**src/design/bq_pkg.sv**
```systemverilog
// ----------------------------------------------------------------------------
// bq_pkg
// shared types, widths and register indexes of the biquad filter unit
// ----------------------------------------------------------------------------
`default_nettype none

package bq_pkg;

  localparam int SAMPLE_WIDTH = 24;
  localparam int COEF_WIDTH   = 32;
  localparam int COEF_FRAC    = COEF_WIDTH - 4;
  localparam int PROD_WIDTH   = SAMPLE_WIDTH + COEF_WIDTH;
  localparam int DELAY_WIDTH  = SAMPLE_WIDTH + COEF_WIDTH;
  localparam int ACC_WIDTH    = DELAY_WIDTH + 2;
  localparam int NUM_REGS     = 5;
  localparam int CFG_IDX_W    = 3;

  typedef logic signed [SAMPLE_WIDTH-1:0] sample_t;
  typedef logic signed [COEF_WIDTH-1:0]   coef_t;
  typedef logic signed [PROD_WIDTH-1:0]   prod_t;
  typedef logic signed [DELAY_WIDTH-1:0]  delay_t;
  typedef logic signed [ACC_WIDTH-1:0]    acc_t;
  typedef logic [CFG_IDX_W-1:0]           reg_idx_t;

  // register indexes
  localparam reg_idx_t REG_B0 = reg_idx_t'(0);
  localparam reg_idx_t REG_B1 = reg_idx_t'(1);
  localparam reg_idx_t REG_B2 = reg_idx_t'(2);
  localparam reg_idx_t REG_A1 = reg_idx_t'(3);
  localparam reg_idx_t REG_A2 = reg_idx_t'(4);

  // b0 resets to unity gain
  localparam coef_t COEF_ONE = coef_t'(64'sd1 <<< COEF_FRAC);

  localparam sample_t SAMPLE_MAX = {1'b0, {(SAMPLE_WIDTH-1){1'b1}}};
  localparam sample_t SAMPLE_MIN = {1'b1, {(SAMPLE_WIDTH-1){1'b0}}};
  localparam delay_t  DELAY_MAX  = {1'b0, {(DELAY_WIDTH-1){1'b1}}};
  localparam delay_t  DELAY_MIN  = {1'b1, {(DELAY_WIDTH-1){1'b0}}};

  typedef enum logic [1:0] {
    ADD_ZERO,
    ADD_D1,
    ADD_D2,
    ADD_ACC
  } addend_sel_e;

  typedef struct packed {
    logic        mul_en;    // load product register
    logic        mul_src_y; // multiply output sample instead of input sample
    logic        acc_en;    // load accumulator
    logic        sub;       // addend minus product
    addend_sel_e addend;
  } mac_ctrl_t;

endpackage

`default_nettype wire

```
**src/design/biquad_iir_filter_unit.sv**
```systemverilog
// ----------------------------------------------------------------------------
// biquad_iir_filter_unit
// second-order iir filter, transposed direct form ii, fixed point
// ----------------------------------------------------------------------------
// One Q1.23 sample in, one Q1.23 sample out. A sample transfer is taken only
// while the unit is idle; the five products run through a single 24x32
// multiplier under a small sequencer, so one sample occupies the unit through
// an acceptance step, seven multiply/accumulate steps and a step that hands
// the result to the output register, staying longer only while the previous
// result still waits on a stalled output. Coefficients b0, b1, b2, a1, a2
// (already divided by a0) are Q4.28 registers at indexes 0 to 4; writes to
// other indexes are dropped. They should be written only
// while no sample is in flight. After reset b0 is 1.0, the rest are 0, and
// both 56-bit delay registers are cleared. The output is rounded half up and
// saturated to 24 bits with clipped_o flagging it; the saturated value is
// what feeds back. Delay updates saturate silently.
// ----------------------------------------------------------------------------
`default_nettype none

module biquad_iir_filter_unit (
  input  wire logic              clk_i,
  input  wire logic              rst_ni,
  // configuration writes
  input  wire logic              cfg_we_i,
  input  wire bq_pkg::reg_idx_t  cfg_idx_i,
  input  wire bq_pkg::coef_t     cfg_data_i,
  // sample input
  input  wire logic              in_valid_i,
  output logic                   in_stall_o,
  input  wire bq_pkg::sample_t   sample_in_i,
  // sample output
  output logic                   out_valid_o,
  input  wire logic              out_stall_i,
  output bq_pkg::sample_t        sample_out_o,
  output logic                   clipped_o
);
  import bq_pkg::*;

  // sequencer steps
  //   S_B0: prod = x*b0
  //   S_Y0: acc = prod + d1, prod = x*b1
  //   S_Y1: y from acc, acc = d2 + prod
  //   S_A1: prod = y*a1
  //   S_D1: d1 = acc - prod, prod = x*b2
  //   S_A2: acc = prod, prod = y*a2
  //   S_D2: d2 = acc - prod
  //   S_OUT: hand y to the output register once it is free
  typedef enum logic [3:0] {
    S_IDLE,
    S_B0,
    S_Y0,
    S_Y1,
    S_A1,
    S_D1,
    S_A2,
    S_D2,
    S_OUT
  } state_e;

  state_e    state_q;
  coef_t     coef_q [NUM_REGS];
  sample_t   x_q;
  sample_t   y_q;
  logic      clip_q;
  delay_t    d1_q;
  delay_t    d2_q;
  logic      out_valid_q;
  sample_t   out_sample_q;
  logic      out_clip_q;

  mac_ctrl_t ctrl;
  reg_idx_t  coef_sel;
  coef_t     coef_mux;
  acc_t      sum;
  acc_t      acc;

  // rounding and output saturation
  acc_t      acc_rnd;
  acc_t      acc_shr;
  logic      y_ovf;
  sample_t   y_sat;

  // delay saturation of the adder result
  logic      d_ovf;
  delay_t    d_sat;

  logic      in_xfer;
  logic      out_free;

  assign in_xfer  = in_valid_i && !in_stall_o;
  assign out_free = !out_valid_q || !out_stall_i;

  assign in_stall_o   = (state_q != S_IDLE);
  assign out_valid_o  = out_valid_q;
  assign sample_out_o = out_sample_q;
  assign clipped_o    = out_clip_q;

  // coefficient registers
  always_ff @(posedge clk_i or negedge rst_ni) begin
    if (!rst_ni) begin
      coef_q[REG_B0] <= COEF_ONE;
      coef_q[REG_B1] <= '0;
      coef_q[REG_B2] <= '0;
      coef_q[REG_A1] <= '0;
      coef_q[REG_A2] <= '0;
    end else if (cfg_we_i && (cfg_idx_i < reg_idx_t'(NUM_REGS))) begin
      coef_q[cfg_idx_i] <= cfg_data_i;
    end
  end

  // per-step control of the shared unit
  always_comb begin
    ctrl     = '{mul_en: 1'b0, mul_src_y: 1'b0, acc_en: 1'b0, sub: 1'b0,
                 addend: ADD_ZERO};
    coef_sel = REG_B0;
    case (state_q)
      S_B0: begin
        ctrl.mul_en = 1'b1;
        coef_sel    = REG_B0;
      end
      S_Y0: begin
        ctrl.mul_en = 1'b1;
        coef_sel    = REG_B1;
        ctrl.acc_en = 1'b1;
        ctrl.addend = ADD_D1;
      end
      S_Y1: begin
        ctrl.acc_en = 1'b1;
        ctrl.addend = ADD_D2;
      end
      S_A1: begin
        ctrl.mul_en    = 1'b1;
        ctrl.mul_src_y = 1'b1;
        coef_sel       = REG_A1;
      end
      S_D1: begin
        ctrl.mul_en = 1'b1;
        coef_sel    = REG_B2;
        ctrl.sub    = 1'b1;
        ctrl.addend = ADD_ACC;
      end
      S_A2: begin
        ctrl.mul_en    = 1'b1;
        ctrl.mul_src_y = 1'b1;
        coef_sel       = REG_A2;
        ctrl.acc_en    = 1'b1;
        ctrl.addend    = ADD_ZERO;
      end
      S_D2: begin
        ctrl.sub    = 1'b1;
        ctrl.addend = ADD_ACC;
      end
      default: begin
        ctrl.addend = ADD_ZERO;
      end
    endcase
  end

  assign coef_mux = coef_q[coef_sel];

  bq_mac u_mac (
    .clk_i  (clk_i),
    .rst_ni (rst_ni),
    .ctrl_i (ctrl),
    .x_i    (x_q),
    .y_i    (y_q),
    .coef_i (coef_mux),
    .d1_i   (d1_q),
    .d2_i   (d2_q),
    .sum_o  (sum),
    .acc_o  (acc)
  );

  // round half up at the q1.23 point, then clamp to the sample range
  assign acc_rnd = acc + acc_t'(64'sd1 <<< (COEF_FRAC - 1));
  assign acc_shr = acc_rnd >>> COEF_FRAC;
  assign y_ovf   = !((&acc_shr[ACC_WIDTH-1:SAMPLE_WIDTH-1]) ||
                     !(|acc_shr[ACC_WIDTH-1:SAMPLE_WIDTH-1]));
  assign y_sat   = y_ovf ? (acc_shr[ACC_WIDTH-1] ? SAMPLE_MIN : SAMPLE_MAX)
                         : acc_shr[SAMPLE_WIDTH-1:0];

  // clamp the new delay value to 56 bits
  assign d_ovf = !((&sum[ACC_WIDTH-1:DELAY_WIDTH-1]) ||
                   !(|sum[ACC_WIDTH-1:DELAY_WIDTH-1]));
  assign d_sat = d_ovf ? (sum[ACC_WIDTH-1] ? DELAY_MIN : DELAY_MAX)
                       : sum[DELAY_WIDTH-1:0];

  // sequencer, delay line and output register
  always_ff @(posedge clk_i or negedge rst_ni) begin
    if (!rst_ni) begin
      state_q      <= S_IDLE;
      d1_q         <= '0;
      d2_q         <= '0;
      out_valid_q  <= 1'b0;
      x_q          <= '0;
      y_q          <= '0;
      clip_q       <= 1'b0;
      out_sample_q <= '0;
      out_clip_q   <= 1'b0;
    end else begin
      // output register empties on a transfer, unless a new result moves in
      if (out_valid_q && !out_stall_i && (state_q != S_OUT)) begin
        out_valid_q <= 1'b0;
      end
      case (state_q)
        S_IDLE: begin
          if (in_xfer) begin
            x_q     <= sample_in_i;
            state_q <= S_B0;
          end
        end
        S_B0: state_q <= S_Y0;
        S_Y0: state_q <= S_Y1;
        S_Y1: begin
          y_q     <= y_sat;
          clip_q  <= y_ovf;
          state_q <= S_A1;
        end
        S_A1: state_q <= S_D1;
        S_D1: begin
          d1_q    <= d_sat;
          state_q <= S_A2;
        end
        S_A2: state_q <= S_D2;
        S_D2: begin
          d2_q    <= d_sat;
          state_q <= S_OUT;
        end
        S_OUT: begin
          if (out_free) begin
            out_valid_q  <= 1'b1;
            out_sample_q <= y_q;
            out_clip_q   <= clip_q;
            state_q      <= S_IDLE;
          end
        end
        default: state_q <= S_IDLE;
      endcase
    end
  end

  // a transfer in always starts the multiply sequence
  a_start: assert property (@(posedge clk_i) disable iff (!rst_ni)
    in_xfer |=> (state_q == S_B0))
    else $error("sample transfer did not start the sequence");

  // a clipped result is one of the two range limits
  a_clip_limit: assert property (@(posedge clk_i) disable iff (!rst_ni)
    (out_valid_o && clipped_o) |->
      (sample_out_o == SAMPLE_MAX) || (sample_out_o == SAMPLE_MIN))
    else $error("clipped flag without a saturated sample");

  // first delay only changes in its update step
  a_d1_hold: assert property (@(posedge clk_i) disable iff (!rst_ni)
    (state_q != S_D1) |=> (d1_q == $past(d1_q)))
    else $error("first delay changed outside its update step");

  // a free output slot is filled right after the last step
  a_out_load: assert property (@(posedge clk_i) disable iff (!rst_ni)
    ((state_q == S_OUT) && !out_valid_o) |=> (out_valid_o && (state_q == S_IDLE)))
    else $error("finished sample not moved to the output register");

endmodule

`default_nettype wire

```
**src/design/bq_mac.sv**
```systemverilog
// ----------------------------------------------------------------------------
// bq_mac
// shared multiplier with registered product, and add/subtract accumulator
// ----------------------------------------------------------------------------
`default_nettype none

module bq_mac (
  input  wire logic             clk_i,
  input  wire logic             rst_ni,
  input  wire bq_pkg::mac_ctrl_t ctrl_i,
  input  wire bq_pkg::sample_t  x_i,
  input  wire bq_pkg::sample_t  y_i,
  input  wire bq_pkg::coef_t    coef_i,
  input  wire bq_pkg::delay_t   d1_i,
  input  wire bq_pkg::delay_t   d2_i,
  output bq_pkg::acc_t          sum_o,
  output bq_pkg::acc_t          acc_o
);
  import bq_pkg::*;

  sample_t mul_a;
  prod_t   prod_d;
  prod_t   prod_q;
  acc_t    addend;
  acc_t    prod_ext;
  acc_t    acc_q;

  assign mul_a  = ctrl_i.mul_src_y ? y_i : x_i;
  assign prod_d = prod_t'(mul_a) * prod_t'(coef_i);

  always_comb begin
    case (ctrl_i.addend)
      ADD_ZERO: addend = '0;
      ADD_D1:   addend = acc_t'(d1_i);
      ADD_D2:   addend = acc_t'(d2_i);
      ADD_ACC:  addend = acc_q;
      default:  addend = '0;
    endcase
  end

  assign prod_ext = acc_t'(prod_q);
  assign sum_o    = ctrl_i.sub ? (addend - prod_ext) : (addend + prod_ext);
  assign acc_o    = acc_q;

  // datapath registers
  always_ff @(posedge clk_i or negedge rst_ni) begin
    if (!rst_ni) begin
      prod_q <= '0;
      acc_q  <= '0;
    end else begin
      if (ctrl_i.mul_en) begin
        prod_q <= prod_d;
      end
      if (ctrl_i.acc_en) begin
        acc_q <= sum_o;
      end
    end
  end

endmodule

`default_nettype wire
```
**config.mk**
```make
export PLATFORM = sky130hd
export DESIGN_NAME = biquad_iir_filter_unit
export DESIGN_NICKNAME = d
export VERILOG_FILES = /design/src/design/bq_pkg.sv /design/src/design/biquad_iir_filter_unit.sv /design/src/design/bq_mac.sv
export SDC_FILE = /design/constraint.sdc
export NUM_CORES = 2
export LEC_CHECK = 0
export BUFFER_PORTS_ARGS = -buffer_cell sky130_fd_sc_hd__buf_4
export CAP_MARGIN = 10
export CELL_PAD_IN_SITES_DETAIL_PLACEMENT = 0
export CELL_PAD_IN_SITES_GLOBAL_PLACEMENT = 2
export CORE_MARGIN = 8
export CORE_UTILIZATION = 30
export CTS_BUF_LIST = sky130_fd_sc_hd__clkbuf_16
export DETAILED_ROUTE_END_ITERATION = 10
export PLACE_DENSITY_LB_ADDON = 0.2
export SLEW_MARGIN = 20
export SYNTH_ARGS = -nofsm -noshare
export SYNTH_HDL_FRONTEND = slang
export SYNTH_SLANG_ARGS = --single-unit
export TNS_END_PERCENT = 50
```
**constraint.sdc**
```tcl
create_clock -name clk_i -period 12.6 [get_ports clk_i]
set_clock_uncertainty 0.15 [all_clocks]
set_input_delay 3.15 -clock clk_i [delete_from_list [all_inputs] [get_ports clk_i]]
set_output_delay 3.15 -clock clk_i [all_outputs]
set_load 0.1 [all_outputs]
```
# Word-level counts from Yosys, hierarchy flattened
# Cells that the tools add are included.
[totals]
reg_bits = 465
inputBits = 64
out_inout_bits = 27
wordCells = 93
[classes]
muxes = 25
n_bitwise = 2
eq_ne = 14
n_addsub = 3
n_reduce_logical = 28
mul = 1
n_lt_le_gt_ge = 4
[op_table]
columns = ["op", "n"]
rows = [
  ["58-bit one-hot mux with 4 select lines", 1],
  ["160-bit bitwise mux", 1],
  ["56-bit 2-to-1 mux", 2],
  ["32-bit binary-select mux with 3-bit select", 1],
  ["32-bit demux with 3-bit select", 1],
  ["32-bit 2-to-1 mux", 3],
  ["24-bit 2-to-1 mux", 3],
  ["58-bit by 29-bit adder with 58-bit output (second input constant)", 1],
  ["58-bit by 56-bit adder with 58-bit output", 1],
  ["58-bit 2-to-1 mux", 1],
  ["58-bit by 56-bit subtractor with 58-bit output", 1],
  ["24-bit by 32-bit multiplier with 56-bit output", 1],
  ["4-bit one-hot mux with 9 select lines", 1],
  ["4-bit by 3-bit equality test with 1-bit output (second input constant)", 4],
  ["3-bit one-hot mux with 4 select lines", 1],
  ["4-bit by 2-bit equality test with 1-bit output (second input constant)", 2],
  ["4-bit greater-or-equal comparator (second input constant)", 2],
  ["4-bit 2-to-1 mux", 2],
  ["3-bit inverter with 4-bit output", 2],
  ["1-bit 2-to-1 mux", 7],
  ["7-bit AND reduction", 1],
  ["7-bit OR reduction", 1],
  ["1-bit zero test", 6],
  ["2-bit one-hot mux with 3 select lines", 1],
  ["18 further kinds", 30],
]

# Depth between registers and ports, before layout
[depth]
word_depth = 11
depth_mapped = 36
ltp_nobuf = 32

# Modules after synthesis
# Synthesis repeated with hierarchy kept, for this count alone.
[unflattened]
cells_unflattened = 5425
area_unflattened_um2 = 52414.0
[by_module_without_submodules]
columns = ["module", "cells_per_inst", "seq_area_each_um2", "instances", "area_each_um2"]
rows = [
  ["bq_mac", 4049, 2852.7, 1, 37124.4],
  ["biquad_iir_filter_unit", 1376, 8784.7, 1, 15289.7],
]

# Least setup slack after synthesis
# OpenSTA, ideal clock, no wires.
[synth_timing]
path_kind = "register to register"
from = "register state_q[2]"
to = "register u_mac.prod_q[55]"
setup_time_ns = 0.128
required_ns = 12.322
n_path_buf = 4
period_less_slack_ns = 9.334
path_stages_with_launch = 33
setup_slack_ns = 3.266
t_arrival_ns = 9.056
cell_sequence = "dfrtp_1 > clkbuf_1 > nand2b_1 > nor2_1 > clkbuf_1 > buf_1 > mux4_2 > mux2i_1 > clkbuf_1 > nor2_1 > fa_1 > fa_1 > inv_1 > fa_1 > fa_1 > inv_1 > fa_1 > fa_1 > inv_1 > fa_1 > inv_1 > ha_1 > a21o_1 > a21o_1 > a21oi_1 > o21ai_0 > a221oi_1 > o211ai_1 > and3_1 > o21a_1 > o21ai_0 > nor2b_1 > o21ai_0"
[synth_via]
elab_chain_len = 7
elab_cells_between_ends = 16
cone_classes = "mul: 1; eq/ne: 5; mux: 7; bitwise: 1; reduce/logical: 2"
[synth_lines]
columns = ["element", "line_no", "source"]
rows = [
  ["start: declaration", "biquad_iir_filter_unit.sv:60", "state_e state_q;"],
  ["start signal: assignment", "biquad_iir_filter_unit.sv:191", "state_q <= S_IDLE;"],
  ["start signal: assignment", "biquad_iir_filter_unit.sv:209", "state_q <= S_B0;"],
  ["start signal: assignment", "biquad_iir_filter_unit.sv:212", "S_B0: state_q <= S_Y0;"],
  ["4-bit by 3-bit equality test with 1-bit output / 4-bit by 2-bit equality test with 1-bit output (equally long branches)", "biquad_iir_filter_unit.sv:116", "case (state_q)"],
  ["3-bit one-hot mux with 4 select lines", "biquad_iir_filter_unit.sv:116", ""],
  ["3-bit inverter with 4-bit output (implied by the code)", "biquad_iir_filter_unit.sv:159", "assign coef_mux = coef_q[coef_sel];"],
  ["32-bit binary-select mux with 3-bit select", "biquad_iir_filter_unit.sv:159", ""],
  ["32-bit 2-to-1 mux (implied by the code) (2 in a row)", "biquad_iir_filter_unit.sv:159", ""],
  ["24-bit by 32-bit multiplier with 56-bit output", "bq_mac.sv:29", "assign prod_d = prod_t'(mul_a) * prod_t'(coef_i);"],
  ["end signal: assignment", "bq_mac.sv:52", "prod_q <= prod_d;"],
  ["end: declaration", "bq_mac.sv:23", "prod_t prod_q;"],
]
# Several ways; a longest one is shown, not always the timed one. The select of a mux whose other input is x is not followed.
# A chain may end at the register's enable or synchronous reset.

# Worst setup path in the final report
[layout_timing]
from = "register state_q[0]"
to = "register u_mac.prod_q[55]"
# The elaborated chain is that of the path after synthesis.

==> results <==
- The flow ran to the end, and the final reports show no timing, DRC or antenna violations.
- The mapped netlist covers between 50000 and 60000 sq um.
- The number of remaining DRC errors is 0.
- Setup violations remaining at the end of the flow were counted as 0.
- The floorplan step defined a die boundary enclosing 184000 sq um.
- The post-synthesis net count is roughly 6400.
- The cell count after synthesis came out at 5335.
- The buffer depth of the longest clock path is 3.
- The kind of start point of the critical path is a flop.
- The met1 track demand over resource in global routing is about a quarter.
- The most instantiated flip-flop cell in the synthesis netlist is sky130_fd_sc_hd__dfrtp_1.
- The launch point of the critical path is state_q[0]$_DFFE_PN0P_.
- The startpoint identified for the worst hold timing path is d1_q[3]$_DFFE_PN0P_.
- For met2 alone, demand over resource in global routing was 34.3%.
- For this design, the sink count on the clock tree is 465.
- In the finished design, the share of the clock period the worst path needs comes to 83.0%.
- The synthesized area per cell is 9.60 sq um.
- The H-tree generated during clock tree synthesis spans 2 levels.
- The number of warnings issued by yosys is 0.
- The TritonCTS clock tree is built.
- The count of nets left with antenna violations once routing finished came out at 0.
- The die is 429 microns wide.
- Yosys mapped a number of flops with a built-in enable equal to 0.
- The total count of max-transition violations in the final report is 0.
- Setup repair after global routing left no endpoint under its margin.
- Adding up every negative setup slack in the final design gives 0 ps.
- The initialized floorplan defines 151 standard-cell rows.
- After layout, the minimum clock period comes to between 10000 and 15000 ps.
- The routed design has 181000 microns of wire.
- The minimum setup slack after placement is ~2200 ps.
- The TritonCTS buffer count is 59.
- After detailed routing, the average wire length per cell comes to 23.9 microns.
- Clock-pin slew was measured on the worst setup and hold paths at 60 ps.
- The worst flop-to-flop path startpoint is state_q[0]$_DFFE_PN0P_.
- For this design the top-level I/O count stands at between 90 and 100.
- The area overhead of the layout relative to synthesis is 10.2%.
- The number of synthesized register bits is around 470.
- Once the clock tree was built, the resizer swapped 0 gates to a different size.
- Before antenna repair, the detailed router went through 10 iterations.
- The minimum setup slack in the final design is approximately 2100 ps.
- sky130_fd_sc_hd__inv_1 is the most common cell in the netlist.
- After floorplanning, the core was sized to cover about 170000 sq um.
- The worst hold path belongs to the class flop to flop.
- STA puts the critical path data required time at 13030 ps.
- Sequential cells were found to cover 22.7% of the synthesized design area.
- met2 is the most crowded layer.
- The tree is rooted in a sky130_fd_sc_hd__clkbuf_16.
- The number of buffer cells added on primary ports is 90.
- The first-pass GRT wire length is between 200000 and 300000 microns.
- Global routing used ~20% of the available tracks across all layers.
- The count of different cell masters after synthesis is 78.
- For this design, the CTS-stage hold fixing added 0 buffers.
- The type of the worst setup path is flop to flop.
- For this block, the via count after detailed routing is 37800.
- By count the netlist is led by 850 x sky130_fd_sc_hd__inv_1, 784 x sky130_fd_sc_hd__fa_1, 679 x sky130_fd_sc_hd__nand2_1.
- The max-capacitance violation count is 0.
- Post-CTS timing repair inserted 0 buffers for setup.
- The effective utilization at floorplan is 30.2%.
- Dividing the detail-routed via count by the number of cells gives around 5.
- Of the post-synthesis cell area, the dominant cell type holds 30.6%.
- The overall die height is 429 microns.
- Sorting the synthesized cells by area gives the leading types as sky130_fd_sc_hd__fa_1 31%, sky130_fd_sc_hd__dfrtp_1 23%, sky130_fd_sc_hd__mux2_2 6.6%.
- The net count of the finished layout is 6372.
- STA classifies the critical path endpoint as a flop.
- In this run the tightest slew margin relative to its limit is 22.6%.
- The largest area contributor in the netlist is sky130_fd_sc_hd__fa_1.
- Routability-driven placement finished with a final weighted congestion of 0.829.
- In the global route stage, met3 resource usage came out at 1.58%.
- The share of final-layout standard cells stronger than drive strength 1 is 12.3%.
- The overall overflow remaining after global route is 0.
- The hold violation total from the final report is 0.
- Entering global routing, the biggest net connects 156 pins.
- The final HPWL from detailed placement is 139000 microns.
- At the pin with the least slew margin, the transition time is 1140 ps.
- The detailed router finished its first iteration with 2597 violations.
- The initial antenna violation count was 12.
- Along the worst path, the maximum fanout reaches between 40 and 50.
- Based on the critical path, the design can be clocked at up to between 90 and 100 MHz.
- The share of flip-flops with an asynchronous set or reset is 100%.
- Data on the critical path arrives at its endpoint at 10890 ps.
- The number of global-route vias before repair is 41200.
- The clock reaches the later pin of the worst-skew pair after 710 ps.
-- worst max-delay path: stages (launching register included) --
cell,delay (ps)
sky130_fd_sc_hd__dfrtp_1,580
sky130_fd_sc_hd__nor3b_2,320
sky130_fd_sc_hd__buf_4,740
sky130_fd_sc_hd__mux2i_4,1030
sky130_fd_sc_hd__buf_4,400
sky130_fd_sc_hd__nor2_1,120
sky130_fd_sc_hd__fa_1,670
sky130_fd_sc_hd__inv_1,130
sky130_fd_sc_hd__fa_1,800
sky130_fd_sc_hd__fa_1,620
sky130_fd_sc_hd__inv_1,360
sky130_fd_sc_hd__fa_1,510
sky130_fd_sc_hd__fa_1,570
sky130_fd_sc_hd__fa_1,430
sky130_fd_sc_hd__fa_1,450
sky130_fd_sc_hd__ha_1,390
sky130_fd_sc_hd__a21o_1,190
sky130_fd_sc_hd__a21o_1,180
sky130_fd_sc_hd__a21oi_1,210
sky130_fd_sc_hd__o21ai_0,120
sky130_fd_sc_hd__a31oi_1,230
sky130_fd_sc_hd__o211ai_1,170
sky130_fd_sc_hd__and3_1,210
sky130_fd_sc_hd__o21a_1,190
sky130_fd_sc_hd__o21ai_0,280
sky130_fd_sc_hd__nor2b_1,170
sky130_fd_sc_hd__o21ai_0,80
-- placed cells by master, fill, tap and decap left out, types with 9 or more instances in the layout --
master	count
sky130_fd_sc_hd__inv_1	863
sky130_fd_sc_hd__fa_1	784
sky130_fd_sc_hd__nand2_1	678
sky130_fd_sc_hd__nor2_1	551
sky130_fd_sc_hd__dfrtp_1	464
sky130_fd_sc_hd__mux2_2	301
sky130_fd_sc_hd__ha_1	209
sky130_fd_sc_hd__o21ai_0	203
sky130_fd_sc_hd__buf_4	185
sky130_fd_sc_hd__a21oi_1	149
sky130_fd_sc_hd__xnor2_1	117
sky130_fd_sc_hd__xor2_1	79
sky130_fd_sc_hd__clkbuf_16	59
sky130_fd_sc_hd__a222oi_1	55
sky130_fd_sc_hd__o211ai_1	49
sky130_fd_sc_hd__a21o_1	46
sky130_fd_sc_hd__nand3_1	45
sky130_fd_sc_hd__mux2i_1	38
sky130_fd_sc_hd__nor3_1	35
sky130_fd_sc_hd__mux4_2	31
sky130_fd_sc_hd__a211oi_1	30
sky130_fd_sc_hd__nand4_1	28
sky130_fd_sc_hd__nand2b_1	27
sky130_fd_sc_hd__o31ai_1	25
sky130_fd_sc_hd__and3_1	24
sky130_fd_sc_hd__o21bai_1	24
sky130_fd_sc_hd__o21a_1	19
sky130_fd_sc_hd__clkinv_1	18
sky130_fd_sc_hd__a31oi_1	18
sky130_fd_sc_hd__nor2b_1	16
sky130_fd_sc_hd__mux2i_4	11
sky130_fd_sc_hd__mux2i_2	10
sky130_fd_sc_hd__or3_1	10
sky130_fd_sc_hd__clkinv_2	10
sky130_fd_sc_hd__o22ai_1	9
sky130_fd_sc_hd__and2_1	9
-- state kept, by name, indices dropped and copies added (netlist names) --
signal,flops
coef_q,160
u_mac.acc_o,58
d1_q,56
d2_q,56
u_mac.prod_q,56
sample_out_o,24
x_q,24
y_q,24
state_q,4
clip_q,1
clipped_o,1
out_valid_o,1
-- metrics by stage --
| step | util [%] | cells | instance area [sq um] | hold WS (ps) |
|---|---|---|---|---|
| after floorplan | - | 5335 | 51200 | 296 |
| after global placement | 32.2 | 7471 | 54600 | 312 |
| after detailed placement | 32.2 | 7472 | 54600 | 320 |
| after CTS | 33.3 | 7581 | 56400 | 334 |
| after global routing | 33.3 | 7581 | 56400 | 352 |
| final | 33.3 | 7584 | 56500 | 332 |
-- path summary, 6_finish.rpt --
path / end / slack (ps) / depth (start not counted)
min in group asynchronous: coef_q[124]$_DFFE_PN0P_ / 2280 / 1
setup reg to reg: u_mac.prod_q[55]$_DFFE_PN0P_ / 2140 / 26
max in group asynchronous: d1_q[10]$_DFFE_PN0P_ / 7950 / 3
setup / recovery: u_mac.prod_q[55]$_DFFE_PN0P_ / 2140 / 26
hold reg to reg: d1_q[3]$_DFFE_PN0P_ / 330 / 2
hold / removal: d1_q[3]$_DFFE_PN0P_ / 330 / 2
-- layer usage --
layer	vias up	part of all wire, %
met5	-	0
met2	702	49
li1	17000	-
met3	180	3.5
met1	19900	44
met4	0	2.9
-- cells by family after synthesis --
| kind of cell | count (synthesis) | synth area share [%] |
|---|---|---|
| fa+ha+maj | 993 | 35.7 |
| simple gates | 1483 | 12.1 |
| buf+inv | 1121 | 8.28 |
| xor+xnor | 196 | 3.35 |
| flops | 465 | 22.7 |
| compound gates | 683 | 8.62 |
| mux | 394 | 9.20 |
-- area by class of cell --
class	instances	area, sq um
Tap cell	2218	2780
Sequential cell	465	11600
Clock inverter	50	322
Timing Repair Buffer	188	1440
Clock buffer	59	1480
Inverter	852	3200
Fill cell	17500	113000
Multi-Input combinational cell	3749	35600
Antenna cell	3	7.51
Power is left out: the tool's default activity adds up to more than one toggle a clock period on the data nets, which glitch-free logic cannot reach.
